File: src/bplf_pkg.sv
`default_nettype none
package bplf_pkg;

   localparam int FRAMES    = 16;
   localparam int FRAME_W   = $clog2(FRAMES);
   localparam int PAGE_BITS = 16;
   localparam int FILE_BITS = 4;
   localparam int PIN_W     = 8;
   localparam int STAMP_W   = 32;
   localparam int OP_W      = 3;
   localparam int STATUS_W  = 2;
   localparam int CMD_W     = 3;

   localparam logic [FRAME_W-1:0] LAST_IDX = FRAME_W'(FRAMES - 1);

   // request operation codes
   localparam logic [OP_W-1:0] OP_FETCH      = 3'd0;
   localparam logic [OP_W-1:0] OP_UNPIN      = 3'd1;
   localparam logic [OP_W-1:0] OP_MARK_DIRTY = 3'd2;
   localparam logic [OP_W-1:0] OP_FLUSH_PAGE = 3'd3;
   localparam logic [OP_W-1:0] OP_FLUSH_FILE = 3'd4;

   // response status codes
   localparam logic [STATUS_W-1:0] STATUS_OK       = 2'd0;
   localparam logic [STATUS_W-1:0] STATUS_NO_FRAME = 2'd1;
   localparam logic [STATUS_W-1:0] STATUS_PINNED   = 2'd2;

   // frame table update commands
   localparam logic [CMD_W-1:0] CMD_NONE      = 3'd0;
   localparam logic [CMD_W-1:0] CMD_PIN_INC   = 3'd1;
   localparam logic [CMD_W-1:0] CMD_PIN_DEC   = 3'd2;
   localparam logic [CMD_W-1:0] CMD_SET_DIRTY = 3'd3;
   localparam logic [CMD_W-1:0] CMD_FILL      = 3'd4;
   localparam logic [CMD_W-1:0] CMD_FREE      = 3'd5;

   typedef struct packed {
      logic [OP_W-1:0]      operation;
      logic [FILE_BITS-1:0] file_id;
      logic [PAGE_BITS-1:0] page_number;
      logic [3:0]           frame_index;
   } req_type;

   typedef struct packed {
      logic [STATUS_W-1:0]  status;
      logic [FRAME_W-1:0]   result_frame;
      logic                 hit;
      logic                 fill_needed;
      logic                 writeback;
      logic [FILE_BITS-1:0] writeback_file;
      logic [PAGE_BITS-1:0] writeback_page;
      logic                 last;
   } rsp_type;

   typedef struct packed {
      logic                 valid;
      logic [PIN_W-1:0]     pins;
      logic                 dirty;
      logic [FILE_BITS-1:0] file;
      logic [PAGE_BITS-1:0] page;
      logic [STAMP_W-1:0]   stamp;
   } entry_type;

   typedef struct packed {
      logic [CMD_W-1:0]     kind;
      logic [FRAME_W-1:0]   idx;
      logic [FILE_BITS-1:0] file;
      logic [PAGE_BITS-1:0] page;
      logic [STAMP_W-1:0]   stamp;
   } tbl_cmd_type;

   typedef struct packed {
      logic               hit_found;
      logic [FRAME_W-1:0] hit_idx;
      logic               free_found;
      logic [FRAME_W-1:0] free_idx;
      logic               lru_found;
      logic [FRAME_W-1:0] lru_idx;
   } scan_res_type;

endpackage
`default_nettype wire

File: src/bplf_ifs.sv
`default_nettype none
interface bplf_req_if;
   logic               valid;
   logic               ready;
   bplf_pkg::req_type  payload;

   modport source (output valid, output payload, input ready);
   modport sink (input valid, input payload, output ready);
endinterface

interface bplf_rsp_if;
   logic               valid;
   logic               ready;
   bplf_pkg::rsp_type  payload;

   modport source (output valid, output payload, input ready);
   modport sink (input valid, input payload, output ready);
endinterface
`default_nettype wire

File: src/bplf_frame_table.sv
`default_nettype none
module bplf_frame_table (
   input  logic                              clock,
   input  logic                              reset,
   input  logic [bplf_pkg::FRAME_W-1:0]      rd_idx,
   output bplf_pkg::entry_type               rd_entry,
   input  bplf_pkg::tbl_cmd_type             cmd
);

   logic                             valid_ff [bplf_pkg::FRAMES];
   logic [bplf_pkg::PIN_W-1:0]       pins_ff  [bplf_pkg::FRAMES];
   logic                             dirty_ff [bplf_pkg::FRAMES];
   logic [bplf_pkg::FILE_BITS-1:0]   file_ff  [bplf_pkg::FRAMES];
   logic [bplf_pkg::PAGE_BITS-1:0]   page_ff  [bplf_pkg::FRAMES];
   logic [bplf_pkg::STAMP_W-1:0]     stamp_ff [bplf_pkg::FRAMES];

   always_ff @(posedge clock) begin
      if (reset) begin
         valid_ff <= '{default: 1'b0};
         pins_ff  <= '{default: '0};
      end else begin
         case (cmd.kind)
            bplf_pkg::CMD_PIN_INC: begin
               if (pins_ff[cmd.idx] != '1) begin
                  pins_ff[cmd.idx] <= pins_ff[cmd.idx] + bplf_pkg::PIN_W'(1);
               end
            end
            bplf_pkg::CMD_PIN_DEC: begin
               if (pins_ff[cmd.idx] != '0) begin
                  pins_ff[cmd.idx] <= pins_ff[cmd.idx] - bplf_pkg::PIN_W'(1);
               end
            end
            bplf_pkg::CMD_FILL: begin
               valid_ff[cmd.idx] <= 1'b1;
               pins_ff[cmd.idx]  <= bplf_pkg::PIN_W'(1);
            end
            bplf_pkg::CMD_FREE: begin
               valid_ff[cmd.idx] <= 1'b0;
            end
            default: begin
            end
         endcase
      end
   end

   always_ff @(posedge clock) begin
      case (cmd.kind)
         bplf_pkg::CMD_PIN_INC: begin
            stamp_ff[cmd.idx] <= cmd.stamp;
         end
         bplf_pkg::CMD_SET_DIRTY: begin
            dirty_ff[cmd.idx] <= 1'b1;
         end
         bplf_pkg::CMD_FILL: begin
            dirty_ff[cmd.idx] <= 1'b0;
            file_ff[cmd.idx]  <= cmd.file;
            page_ff[cmd.idx]  <= cmd.page;
            stamp_ff[cmd.idx] <= cmd.stamp;
         end
         bplf_pkg::CMD_FREE: begin
            dirty_ff[cmd.idx] <= 1'b0;
         end
         default: begin
         end
      endcase
   end

   always_comb begin
      rd_entry.valid = valid_ff[rd_idx];
      rd_entry.pins  = pins_ff[rd_idx];
      rd_entry.dirty = dirty_ff[rd_idx];
      rd_entry.file  = file_ff[rd_idx];
      rd_entry.page  = page_ff[rd_idx];
      rd_entry.stamp = stamp_ff[rd_idx];
   end

endmodule
`default_nettype wire

File: src/bplf_scan_unit.sv
`default_nettype none
module bplf_scan_unit (
   input  logic                              clock,
   input  logic                              reset,
   input  logic                              clear,
   input  logic                              step,
   input  logic [bplf_pkg::FRAME_W-1:0]      idx,
   input  bplf_pkg::entry_type               entry,
   input  logic [bplf_pkg::FILE_BITS-1:0]    key_file,
   input  logic [bplf_pkg::PAGE_BITS-1:0]    key_page,
   output bplf_pkg::scan_res_type            res,
   output logic                              file_match
);

   bplf_pkg::scan_res_type           res_ff, res_in;
   logic [bplf_pkg::STAMP_W-1:0]     lru_stamp_ff, lru_stamp_in;
   logic                             tag_match;
   logic                             older;

   assign file_match = entry.valid && (entry.file == key_file);
   assign tag_match  = file_match && (entry.page == key_page);
   // strict compare keeps the lowest index on equal stamps
   assign older      = !res_ff.lru_found || (entry.stamp < lru_stamp_ff);

   always_comb begin
      res_in       = res_ff;
      lru_stamp_in = lru_stamp_ff;
      if (clear) begin
         res_in = '0;
      end else if (step) begin
         if (tag_match && !res_ff.hit_found) begin
            res_in.hit_found = 1'b1;
            res_in.hit_idx   = idx;
         end
         if (!entry.valid && !res_ff.free_found) begin
            res_in.free_found = 1'b1;
            res_in.free_idx   = idx;
         end
         if ((entry.pins == '0) && older) begin
            res_in.lru_found = 1'b1;
            res_in.lru_idx   = idx;
            lru_stamp_in     = entry.stamp;
         end
      end
   end

   always_ff @(posedge clock) begin
      if (reset) begin
         res_ff <= '0;
      end else begin
         res_ff <= res_in;
      end
   end

   always_ff @(posedge clock) begin
      lru_stamp_ff <= lru_stamp_in;
   end

   assign res = res_ff;

endmodule
`default_nettype wire

File: src/buffer_pool_lru_frames.sv
`default_nettype none
// channel   direction  payload               transfer
// req_ch    in         operation/file/page    valid && ready
// rsp_ch    out        status/frame/wb/last   valid && ready
//
// fetch and flush page walk all frames, one per cycle, through the shared
// compare unit. flush file walks the frames the same way and stalls on a
// dirty frame while the response register is still full. unpin, mark dirty
// and unknown operations skip the walk and go straight to the commit step.
// synchronous reset clears valid marks, pin counts and the touch counter.
// req_ch.ready is high only between transactions.
module buffer_pool_lru_frames (
   input  logic        clock,
   input  logic        reset,
   bplf_req_if.sink    req_ch,
   bplf_rsp_if.source  rsp_ch
);

   localparam logic [2:0] ST_IDLE   = 3'd0;
   localparam logic [2:0] ST_SCAN   = 3'd1;
   localparam logic [2:0] ST_COMMIT = 3'd2;
   localparam logic [2:0] ST_FFILE  = 3'd3;
   localparam logic [2:0] ST_RESP   = 3'd4;

   logic [2:0]                       state_ff, state_in;
   bplf_pkg::req_type                req_ff, req_in;
   logic [bplf_pkg::FRAME_W-1:0]     idx_ff, idx_in;
   logic [bplf_pkg::STAMP_W-1:0]     tc_ff, tc_in;
   bplf_pkg::rsp_type                final_ff, final_in;
   logic                             rsp_valid_ff, rsp_valid_in;
   bplf_pkg::rsp_type                rsp_data_ff, rsp_data_in;

   logic                             slot_free;
   logic                             load;
   bplf_pkg::rsp_type                load_data;
   logic [bplf_pkg::FRAME_W-1:0]     rd_idx;
   bplf_pkg::entry_type              rd_entry;
   bplf_pkg::tbl_cmd_type            cmd;
   logic                             scan_clear;
   logic                             scan_step;
   bplf_pkg::scan_res_type           scan_res;
   logic                             file_match;
   logic [bplf_pkg::FRAME_W-1:0]     fi_idx;
   logic                             fi_ok;

   bplf_frame_table u_table (
      .clock    (clock),
      .reset    (reset),
      .rd_idx   (rd_idx),
      .rd_entry (rd_entry),
      .cmd      (cmd)
   );

   bplf_scan_unit u_scan (
      .clock      (clock),
      .reset      (reset),
      .clear      (scan_clear),
      .step       (scan_step),
      .idx        (idx_ff),
      .entry      (rd_entry),
      .key_file   (req_ff.file_id),
      .key_page   (req_ff.page_number),
      .res        (scan_res),
      .file_match (file_match)
   );

   assign slot_free = !rsp_valid_ff || rsp_ch.ready;
   assign fi_idx    = req_ff.frame_index[bplf_pkg::FRAME_W-1:0];
   assign fi_ok     = int'(req_ff.frame_index) < bplf_pkg::FRAMES;

   always_comb begin
      state_in   = state_ff;
      req_in     = req_ff;
      idx_in     = idx_ff;
      tc_in      = tc_ff;
      final_in   = final_ff;
      cmd        = '0;
      cmd.kind   = bplf_pkg::CMD_NONE;
      scan_clear = 1'b0;
      scan_step  = 1'b0;
      rd_idx     = idx_ff;
      load       = 1'b0;
      load_data  = '0;
      case (state_ff)
         ST_IDLE: begin
            if (req_ch.valid) begin
               req_in     = req_ch.payload;
               idx_in     = '0;
               scan_clear = 1'b1;
               case (req_ch.payload.operation)
                  bplf_pkg::OP_FETCH,
                  bplf_pkg::OP_FLUSH_PAGE: state_in = ST_SCAN;
                  bplf_pkg::OP_FLUSH_FILE: state_in = ST_FFILE;
                  default:                 state_in = ST_COMMIT;
               endcase
            end
         end
         ST_SCAN: begin
            scan_step = 1'b1;
            idx_in    = idx_ff + bplf_pkg::FRAME_W'(1);
            if (idx_ff == bplf_pkg::LAST_IDX) begin
               idx_in   = '0;
               state_in = ST_COMMIT;
            end
         end
         ST_COMMIT: begin
            // victim or matching frame is read back for its pin count, dirty mark and tag
            rd_idx         = scan_res.hit_found ? scan_res.hit_idx : scan_res.lru_idx;
            final_in       = '0;
            final_in.last  = 1'b1;
            cmd.file       = req_ff.file_id;
            cmd.page       = req_ff.page_number;
            cmd.stamp      = tc_ff;
            case (req_ff.operation)
               bplf_pkg::OP_FETCH: begin
                  if (scan_res.hit_found) begin
                     cmd.kind              = bplf_pkg::CMD_PIN_INC;
                     cmd.idx               = scan_res.hit_idx;
                     tc_in                 = tc_ff + bplf_pkg::STAMP_W'(1);
                     final_in.result_frame = scan_res.hit_idx;
                     final_in.hit          = 1'b1;
                  end else if (scan_res.free_found) begin
                     cmd.kind              = bplf_pkg::CMD_FILL;
                     cmd.idx               = scan_res.free_idx;
                     tc_in                 = tc_ff + bplf_pkg::STAMP_W'(1);
                     final_in.result_frame = scan_res.free_idx;
                     final_in.fill_needed  = 1'b1;
                  end else if (scan_res.lru_found) begin
                     cmd.kind              = bplf_pkg::CMD_FILL;
                     cmd.idx               = scan_res.lru_idx;
                     tc_in                 = tc_ff + bplf_pkg::STAMP_W'(1);
                     final_in.result_frame = scan_res.lru_idx;
                     final_in.fill_needed  = 1'b1;
                     if (rd_entry.dirty) begin
                        final_in.writeback      = 1'b1;
                        final_in.writeback_file = rd_entry.file;
                        final_in.writeback_page = rd_entry.page;
                     end
                  end else begin
                     final_in.status = bplf_pkg::STATUS_NO_FRAME;
                  end
               end
               bplf_pkg::OP_UNPIN: begin
                  if (fi_ok) begin
                     cmd.kind = bplf_pkg::CMD_PIN_DEC;
                     cmd.idx  = fi_idx;
                  end
               end
               bplf_pkg::OP_MARK_DIRTY: begin
                  if (fi_ok) begin
                     cmd.kind = bplf_pkg::CMD_SET_DIRTY;
                     cmd.idx  = fi_idx;
                  end
               end
               bplf_pkg::OP_FLUSH_PAGE: begin
                  if (scan_res.hit_found) begin
                     if (rd_entry.pins != '0) begin
                        final_in.status = bplf_pkg::STATUS_PINNED;
                     end else begin
                        cmd.kind = bplf_pkg::CMD_FREE;
                        cmd.idx  = scan_res.hit_idx;
                        if (rd_entry.dirty) begin
                           final_in.writeback      = 1'b1;
                           final_in.writeback_file = rd_entry.file;
                           final_in.writeback_page = rd_entry.page;
                        end
                     end
                  end
               end
               default: begin
               end
            endcase
            state_in = ST_RESP;
         end
         ST_FFILE: begin
            // hold on a dirty frame until the response register can take it
            if (!(file_match && rd_entry.dirty && !slot_free)) begin
               if (file_match) begin
                  cmd.kind = bplf_pkg::CMD_FREE;
                  cmd.idx  = idx_ff;
                  if (rd_entry.dirty) begin
                     load                     = 1'b1;
                     load_data.writeback      = 1'b1;
                     load_data.writeback_file = rd_entry.file;
                     load_data.writeback_page = rd_entry.page;
                  end
               end
               idx_in = idx_ff + bplf_pkg::FRAME_W'(1);
               if (idx_ff == bplf_pkg::LAST_IDX) begin
                  idx_in        = '0;
                  final_in      = '0;
                  final_in.last = 1'b1;
                  state_in      = ST_RESP;
               end
            end
         end
         ST_RESP: begin
            if (slot_free) begin
               load      = 1'b1;
               load_data = final_ff;
               state_in  = ST_IDLE;
            end
         end
         default: begin
            state_in = ST_IDLE;
         end
      endcase
   end

   always_comb begin
      rsp_data_in  = rsp_data_ff;
      rsp_valid_in = rsp_valid_ff;
      if (load) begin
         rsp_valid_in = 1'b1;
         rsp_data_in  = load_data;
      end else if (rsp_ch.ready) begin
         rsp_valid_in = 1'b0;
      end
   end

   always_ff @(posedge clock) begin
      if (reset) begin
         state_ff     <= ST_IDLE;
         tc_ff        <= '0;
         rsp_valid_ff <= 1'b0;
      end else begin
         state_ff     <= state_in;
         tc_ff        <= tc_in;
         rsp_valid_ff <= rsp_valid_in;
      end
   end

   always_ff @(posedge clock) begin
      req_ff      <= req_in;
      idx_ff      <= idx_in;
      final_ff    <= final_in;
      rsp_data_ff <= rsp_data_in;
   end

   assign req_ch.ready   = (state_ff == ST_IDLE);
   assign rsp_ch.valid   = rsp_valid_ff;
   assign rsp_ch.payload = rsp_data_ff;

   // a non-final response only comes out of a file flush still in progress
   assert property (@(posedge clock) disable iff (reset)
      (rsp_valid_ff && !rsp_data_ff.last) |-> (state_ff == ST_FFILE || state_ff == ST_RESP))
      else $error("non-final response outside a file flush");

   // the touch counter moves only when a fetch commits
   assert property (@(posedge clock) disable iff (reset)
      (state_ff != ST_COMMIT) |=> $stable(tc_ff))
      else $error("touch counter changed outside commit");

   // an accepted request always starts the sequencer
   assert property (@(posedge clock) disable iff (reset)
      (req_ch.valid && req_ch.ready) |=> (state_ff != ST_IDLE))
      else $error("sequencer idle after accepting a request");

   // a fetch never reports both a hit and a fill
   assert property (@(posedge clock) disable iff (reset)
      load |-> !(load_data.hit && load_data.fill_needed))
      else $error("response marks both hit and fill");

endmodule
`default_nettype wire

File: src/flat_wrapper.sv
// flat-port wrapper written by rule: the top's interface ports become plain ports
module buffer_pool_lru_frames_flat 
  (clock, reset, req_ch_valid, req_ch_payload, req_ch_ready, rsp_ch_valid, rsp_ch_payload, rsp_ch_ready);
  bplf_req_if req_ch_i ();
  bplf_rsp_if rsp_ch_i ();
  input  logic clock;
  input  logic reset;
  input wire logic [$bits(req_ch_i.valid)-1:0] req_ch_valid;
  input wire logic [$bits(req_ch_i.payload)-1:0] req_ch_payload;
  output wire logic [$bits(req_ch_i.ready)-1:0] req_ch_ready;
  output wire logic [$bits(rsp_ch_i.valid)-1:0] rsp_ch_valid;
  output wire logic [$bits(rsp_ch_i.payload)-1:0] rsp_ch_payload;
  input wire logic [$bits(rsp_ch_i.ready)-1:0] rsp_ch_ready;
  assign req_ch_i.valid = req_ch_valid;
  assign req_ch_i.payload = req_ch_payload;
  assign req_ch_ready = req_ch_i.ready;
  assign rsp_ch_valid = rsp_ch_i.valid;
  assign rsp_ch_payload = rsp_ch_i.payload;
  assign rsp_ch_i.ready = rsp_ch_ready;
  buffer_pool_lru_frames u_core (.clock(clock), .reset(reset), .req_ch(req_ch_i), .rsp_ch(rsp_ch_i));
endmodule
File: config.mk
export PLATFORM = sky130hd
export DESIGN_NAME = buffer_pool_lru_frames_flat
export DESIGN_NICKNAME = d
export VERILOG_FILES = /design/src/bplf_pkg.sv /design/src/bplf_ifs.sv /design/src/bplf_frame_table.sv /design/src/bplf_scan_unit.sv /design/src/buffer_pool_lru_frames.sv /design/src/flat_wrapper.sv
export SDC_FILE = /design/constraint.sdc
export NUM_CORES = 2
export LEC_CHECK = 0
export BUFFER_PORTS_ARGS = -buffer_cell sky130_fd_sc_hd__buf_2
export CAP_MARGIN = 20
export CORE_ASPECT_RATIO = 2
export CORE_MARGIN = 5
export CORE_UTILIZATION = 36
export DETAILED_ROUTE_END_ITERATION = 10
export HOLD_SLACK_MARGIN = 0.12
export PLACE_DENSITY = 0.53
export SLEW_MARGIN = 20
export SYNTH_ARGS = -nofsm -noshare
export SYNTH_HDL_FRONTEND = slang
export SYNTH_SLANG_ARGS = --single-unit
File: constraint.sdc
create_clock -name clock -period 21.3 [get_ports clock]
set_clock_uncertainty 0.15 [all_clocks]
set_input_delay 1.065 -clock clock [delete_from_list [all_inputs] [get_ports clock]]
set_output_delay 1.065 -clock clock [all_outputs]
set_load 0.01 [all_outputs]
Word-level counts from Yosys, hierarchy flattened
Memories as Yosys holds them, arrays and structs flattened.
Index checks and enable logic that the tools add are counted.

storage, ports and cells
  input bits = 31
  RAM bits = 848
  word-level logic and storage cells = 245
  flip-flop bits (word level) = 318
  memories kept = 4
  output and inout port bits = 32

memories
  name                     depth  bits a word  rd ports  clocked after Yosys merged registers in  wr ports  line                    RTL
  u_core.u_table.stamp_ff  16     32           1         0                                        1         bplf_frame_table.sv:15  logic [bplf_pkg::STAMP_W-1:0] stamp_ff [bplf_pkg::FRAMES];
  u_core.u_table.page_ff   16     16           1         0                                        1         bplf_frame_table.sv:14  logic [bplf_pkg::PAGE_BITS-1:0] page_ff [bplf_pkg::FRAMES];
  u_core.u_table.file_ff   16     4            1         0                                        1         bplf_frame_table.sv:13  logic [bplf_pkg::FILE_BITS-1:0] file_ff [bplf_pkg::FRAMES];
  u_core.u_table.dirty_ff  16     1            1         0                                        1         bplf_frame_table.sv:12  logic dirty_ff [bplf_pkg::FRAMES];

cells by class
  multiplexer cells = 92
  reductions and logical operators = 41
  bitwise logic cells = 12
  magnitude comparators = 4
  $add $sub $neg = 4
  eq/ne operators = 25

operators by type and width
  operator                                                                count
  128-bit one-hot mux with 3 select lines                                 1
  128-bit bitwise mux                                                     2
  128-bit 2-to-1 mux                                                      2
  32-bit 2-to-1 mux                                                       4
  21-bit 2-to-1 mux                                                       6
  112-bit bitwise AND                                                     1
  112-bit NOT                                                             1
  21-bit one-hot mux with 2 select lines                                  2
  22-bit 2-to-1 mux                                                       3
  8-bit binary-select mux with 4-bit select                               2
  30-bit 2-to-1 mux                                                       2
  30-bit one-hot mux with 2 select lines                                  1
  52-bit 2-to-1 mux                                                       1
  7-bit 2-to-1 mux                                                        7
  8-bit 2-to-1 mux                                                        5
  32-bit by 1-bit adder with 32-bit output (second input constant)        1
  8-bit demux with 4-bit select                                           1
  32-bit less-than comparator                                             1
  4-bit 2-to-1 mux                                                        8
  16-bit bitwise OR                                                       2
  16-bit one-hot mux with 2 select lines                                  1
  7-bit one-hot mux with 4 select lines                                   1
  1-bit 2-to-1 mux                                                        25
  3-bit by 2-bit equality test with 1-bit output (second input constant)  7
  other kinds (40)                                                        91

Logic depth before layout (Yosys ltp)
  depth in word-level cells = 19
  depth in mapped cells = 32
  mapped depth without buffers = 22

By module
A second synthesis with hierarchy kept.

second synthesis, totals
  cell total of the unflattened synthesis = 2901
  area, all modules = 49058.3 um^2

modules (own cells, without submodules)
  module                  cells an instance  area each (um^2)  instances  sequential area each (um^2)
  bplf_frame_table        2144               40565.2           1          28347.2
  buffer_pool_lru_frames  526                5919.4            1          3423.3
  bplf_scan_unit          231                2573.7            1          1261.2

Worst setup path after synthesis
No wires, ideal clock.

  path type = flip-flop to flip-flop
  from = reg u_core.state_ff[1]
  to = reg u_core.u_scan.res_ff (netlist bit u_core.u_scan.res[3])
  cell stages (with the launch flop) = 32
  library setup time = 0.208 ns
  data required time = 20.942 ns
  slack = 13.890 ns
  data arrival time = 7.052 ns
  period minus slack after synthesis = 7.410 ns
  path through = dfxtp_1 buf_4 nor3b_4 mux2_2 buf_6 buf_2 buf_2 buf_1 clkbuf_1 clkbuf_1 clkbuf_1 clkbuf_1 clkbuf_1 nand2_1 nand3_1 nand3_1 a31oi_1 ha_1 a21oi_1 nor2b_1 o21ai_0 nand2b_1 a21oi_1 nor2b_1 o21ai_0 nand2b_1 a21oi_1 a211oi_1 o31ai_1 a21boi_0 nor2_1 o21ai_0

RTL lines
  element                   line                           RTL
  start: declaration        buffer_pool_lru_frames.sv:25   logic [2:0] state_ff, state_in;
  start signal: assignment  buffer_pool_lru_frames.sv:227  state_ff <= state_in;
  end signal: assignment    bplf_scan_unit.sv:51           res_ff <= res_in;
  end: declaration          bplf_scan_unit.sv:15           bplf_pkg::scan_res_type res_ff, res_in;

==> reports/qor.yml <==
route:
  num_vias: 35230
  postRouteAntennaNets: 0
  firstDrtPassIters: 7
  avgViaCountPerCell: 5.573
  route.detailed.drc: 0
  drt-total-wl_um: 171000
  routedWlPerCell_um: 27.05
  drt_iter0_drc: 2958
power:
  pwr-share-clk_pct: 33.9
  intPower_mw: 3.912
  combPwrFrac_pct: 21.4
  power_frac_seq_pct: 44.7
  power_density_nw_per_um2: 101.3
  ir_worst_vdd_uv: 98.98
  p_switching_mw: 1.776
  leakage_nw: 19.34
  power_mw: 5.688
  swShare_pct: 31.22
timing:
  fin_hold_ws_ps: 308.3
  relSlewSlack_pct: 19.38
  setup_violations: 0
  hold_violations: 0
  min_period_ps: 10570
  worst_slack_ps: 10730
  maxSlewViolCount: 0
  min_period_over_period_pct: 49.62
  finalSetupTns_ps: 0
  grt_setup_unrepaired: "false"
  max_freq_mhz: 94.62
  worstMarginPinSlew_ps: 1205
layout:
  syn_to_final_growth_pct: 11.55
  final_core_util_pct: 40.30
  layout-drive-gt1-share_pct: 9.130
  final_nets: 4438
  num-fill-cells: 13440
  stdcell_count: 6321
  design_area_um2: 56140
clock_tree:
  cts_setup_buffers: 0
  ctsLongestPathBuffers: 3
  worstSkewPairLatency_ps: 730
  root_buffer: "clkbuf_16"
  cts.htree.levels: 3
  cts_tree: "done"
  path_clk_slew_ps: 70
  numCtsBuffers: 103
  cts_resized: 0
  cts.sinks: 1165
  holdBufCountCts: 0
placed_design:
  place_area_um2: 52720
  gp_congestion: 0.9807
  place_inst: 6128
  preCtsSetupSlack_ps: 11020
  dp_hpwl_um: 107900
  port_buffers: 62
floorplan:
  pin_count: 63
  die_w_um: 274.4
  fp-row-count: 194
  start_util_pct: 36.12
  die-area_um2: 147800
  die_h_um: 538.8
  core_um2: 139300
setup_path:
  slowest_stage: "or3_1"
  cpMostUsedCell: "buf_4"
  max_stage_delay_ps: 870
  end_kind: "flip-flop"
  arrival_ps: 10950
  required_ps: 21680
  path_cells: "nor3b_4 > buf_4 > mux2_8 > buf_4 > mux2i_1 > a32oi_1 > nand3_1 > o311ai_2 > nor4_4 > buf_4 > a21oi_4 > buf_4 > mux2i_1 > a211oi_1 > or4_1 > or2_0 > or4_4 > a21oi_1 > or3_1 > o21ai_0"
  start_kind: "flip-flop"
  critPathKind: "reg -> reg"
  path_max_fanout: 82
run_status:
  status: "finished clean"
synth:
  synth_edf_count: 970
  synth_top_flop_cell: "edfxtp_1"
  synth.distinct_cells: 87
  syn_area_um2: 50330
  synth_area_per_cell_um2: 11.43
  synthMuxAreaShare_pct: 2.851
  yosys.area_share.simple_pct: 19.74
  ys_seq_area_share_pct: 65.63
  yosysWarnings: 0
  yosys-top-cells-area: "edfxtp_1 (58%), dfxtp_1 (7.8%), nand2_1 (7.1%)"
  synth_top_family_by_area: "simple AND/OR/NAND/NOR gates"
  async_reset_ff_share_pct: 0
  synthCells: 4405
  syn_nets: 4472
  synth_xor_area_share_pct: 1.044
  yosys.area_share.adder_pct: 0.8949
  synth_compound_area_share_pct: 6.866
  yosysTopAreaCell: "edfxtp_1"
  synth-seq-cells: 1165
  yosysTopAreaCellShare_pct: 57.87
global_routing:
  grt_pass1_vias: 34920
  grt_max_degree: 145
  grt_usage_pct: 22.54
  grt_pass1_wl_um: 245600
  antenna_found_initial: 2
  grt_remaining_overflow: 0
flow_run:
  drv_cap: 0
worst_hold_path:
  hold_class: "reg -> reg"
## synthesized netlist by cell type (14+ instances only)
cell      instances
mux2i_1         113
and2_1           72
nor4_1           43
inv_1            66
buf_4            16
a32oi_1          15
edfxtp_1        970
buf_1            45
nand4_1          31
buf_2            29
nand2_1         949
and3_1           67
xnor2_1          15
xor2_1           45
ha_1             36
nor2_1          221
mux2_2           15
nand2b_1         15
a211oi_1         89
a22o_1           19
o21ai_0          59
nand3_1         640
o22ai_1          21
nor2b_1          37
dfxtp_1         195
clkbuf_1        183
nor3_1           35
a21o_1           14
o31ai_1          19
a21oi_1          93
a31oi_1          56
## logic make-up after synthesis
kind of cell | Yosys count
AND/OR/NAND/NOR | 2158
flip-flops | 1165
AO/OA/AOI/OAI | 501
buffers and inverters | 351
multiplexers | 134
XOR/XNOR | 60
adder cells (fa/ha/maj) | 36
## final timing paths
check	startpoint	to	slack, ps	cells past startpoint
max	u_core.state_ff[1]$_SDFFE_PP0P_	flip-flop	10730	20
min	flip-flop	flip-flop	310	2
max reg2reg	u_core.state_ff[1]$_SDFFE_PP0P_	flip-flop	10730	20
min reg2reg	flip-flop	flip-flop	310	2
## cell type report
type | instances | area, um^2 | area share (%)
Sequential cell | 1165 | 33030 | 58.83
Multi-Input combinational cell | 2889 | 16140 | 28.74
Clock buffer | 126 | 2705 | 4.818
Tap cell | 1862 | 2330 | 4.150
Timing Repair Buffer | 145 | 970.9 | 1.729
Clock inverter | 66 | 715.7 | 1.275
Inverter | 67 | 252.7 | 0.4502
Antenna cell | 1 | 2.502 | 0.004457
## power by group through the flow
stage	logic (mW)	registers, mW	clock network, mW
after floorplan	0.797	2.58	0
after global placement	1.22	2.59	0
after detailed placement	1.23	2.59	0
after CTS	1.23	2.54	1.96
after global routing	1.33	2.55	2.05
final	1.22	2.54	1.93
## critical path, delay by kind of cell, from the launching register on
kind            cells  cell delay, ps
buf+inv             4            2260
compound gates      6            1990
simple gates        7            3480
flops               1             510
mux                 3            1800
## per-layer routing
metal	GRT usage (%)	wire length, um	up-vias
met5	0	0	-
met4	12.45	11220	0
met3	2.817	8227	422
met2	41.08	89820	1260
met1	25.26	61740	17580
li1	-	-	15970
## cells in the final DEF, fill, tap and decap left out, types with 70 or more instances in the layout
cell type,n
edfxtp_1,970
mux2i_1,109
nand2_1,949
dfxtp_1,195
nor2_1,193
and2_1,70
a211oi_1,89
a21oi_1,92
nand3_1,640
clkbuf_16,103
buf_4,80
No activity file was read; power rests on OpenSTA's default activity.
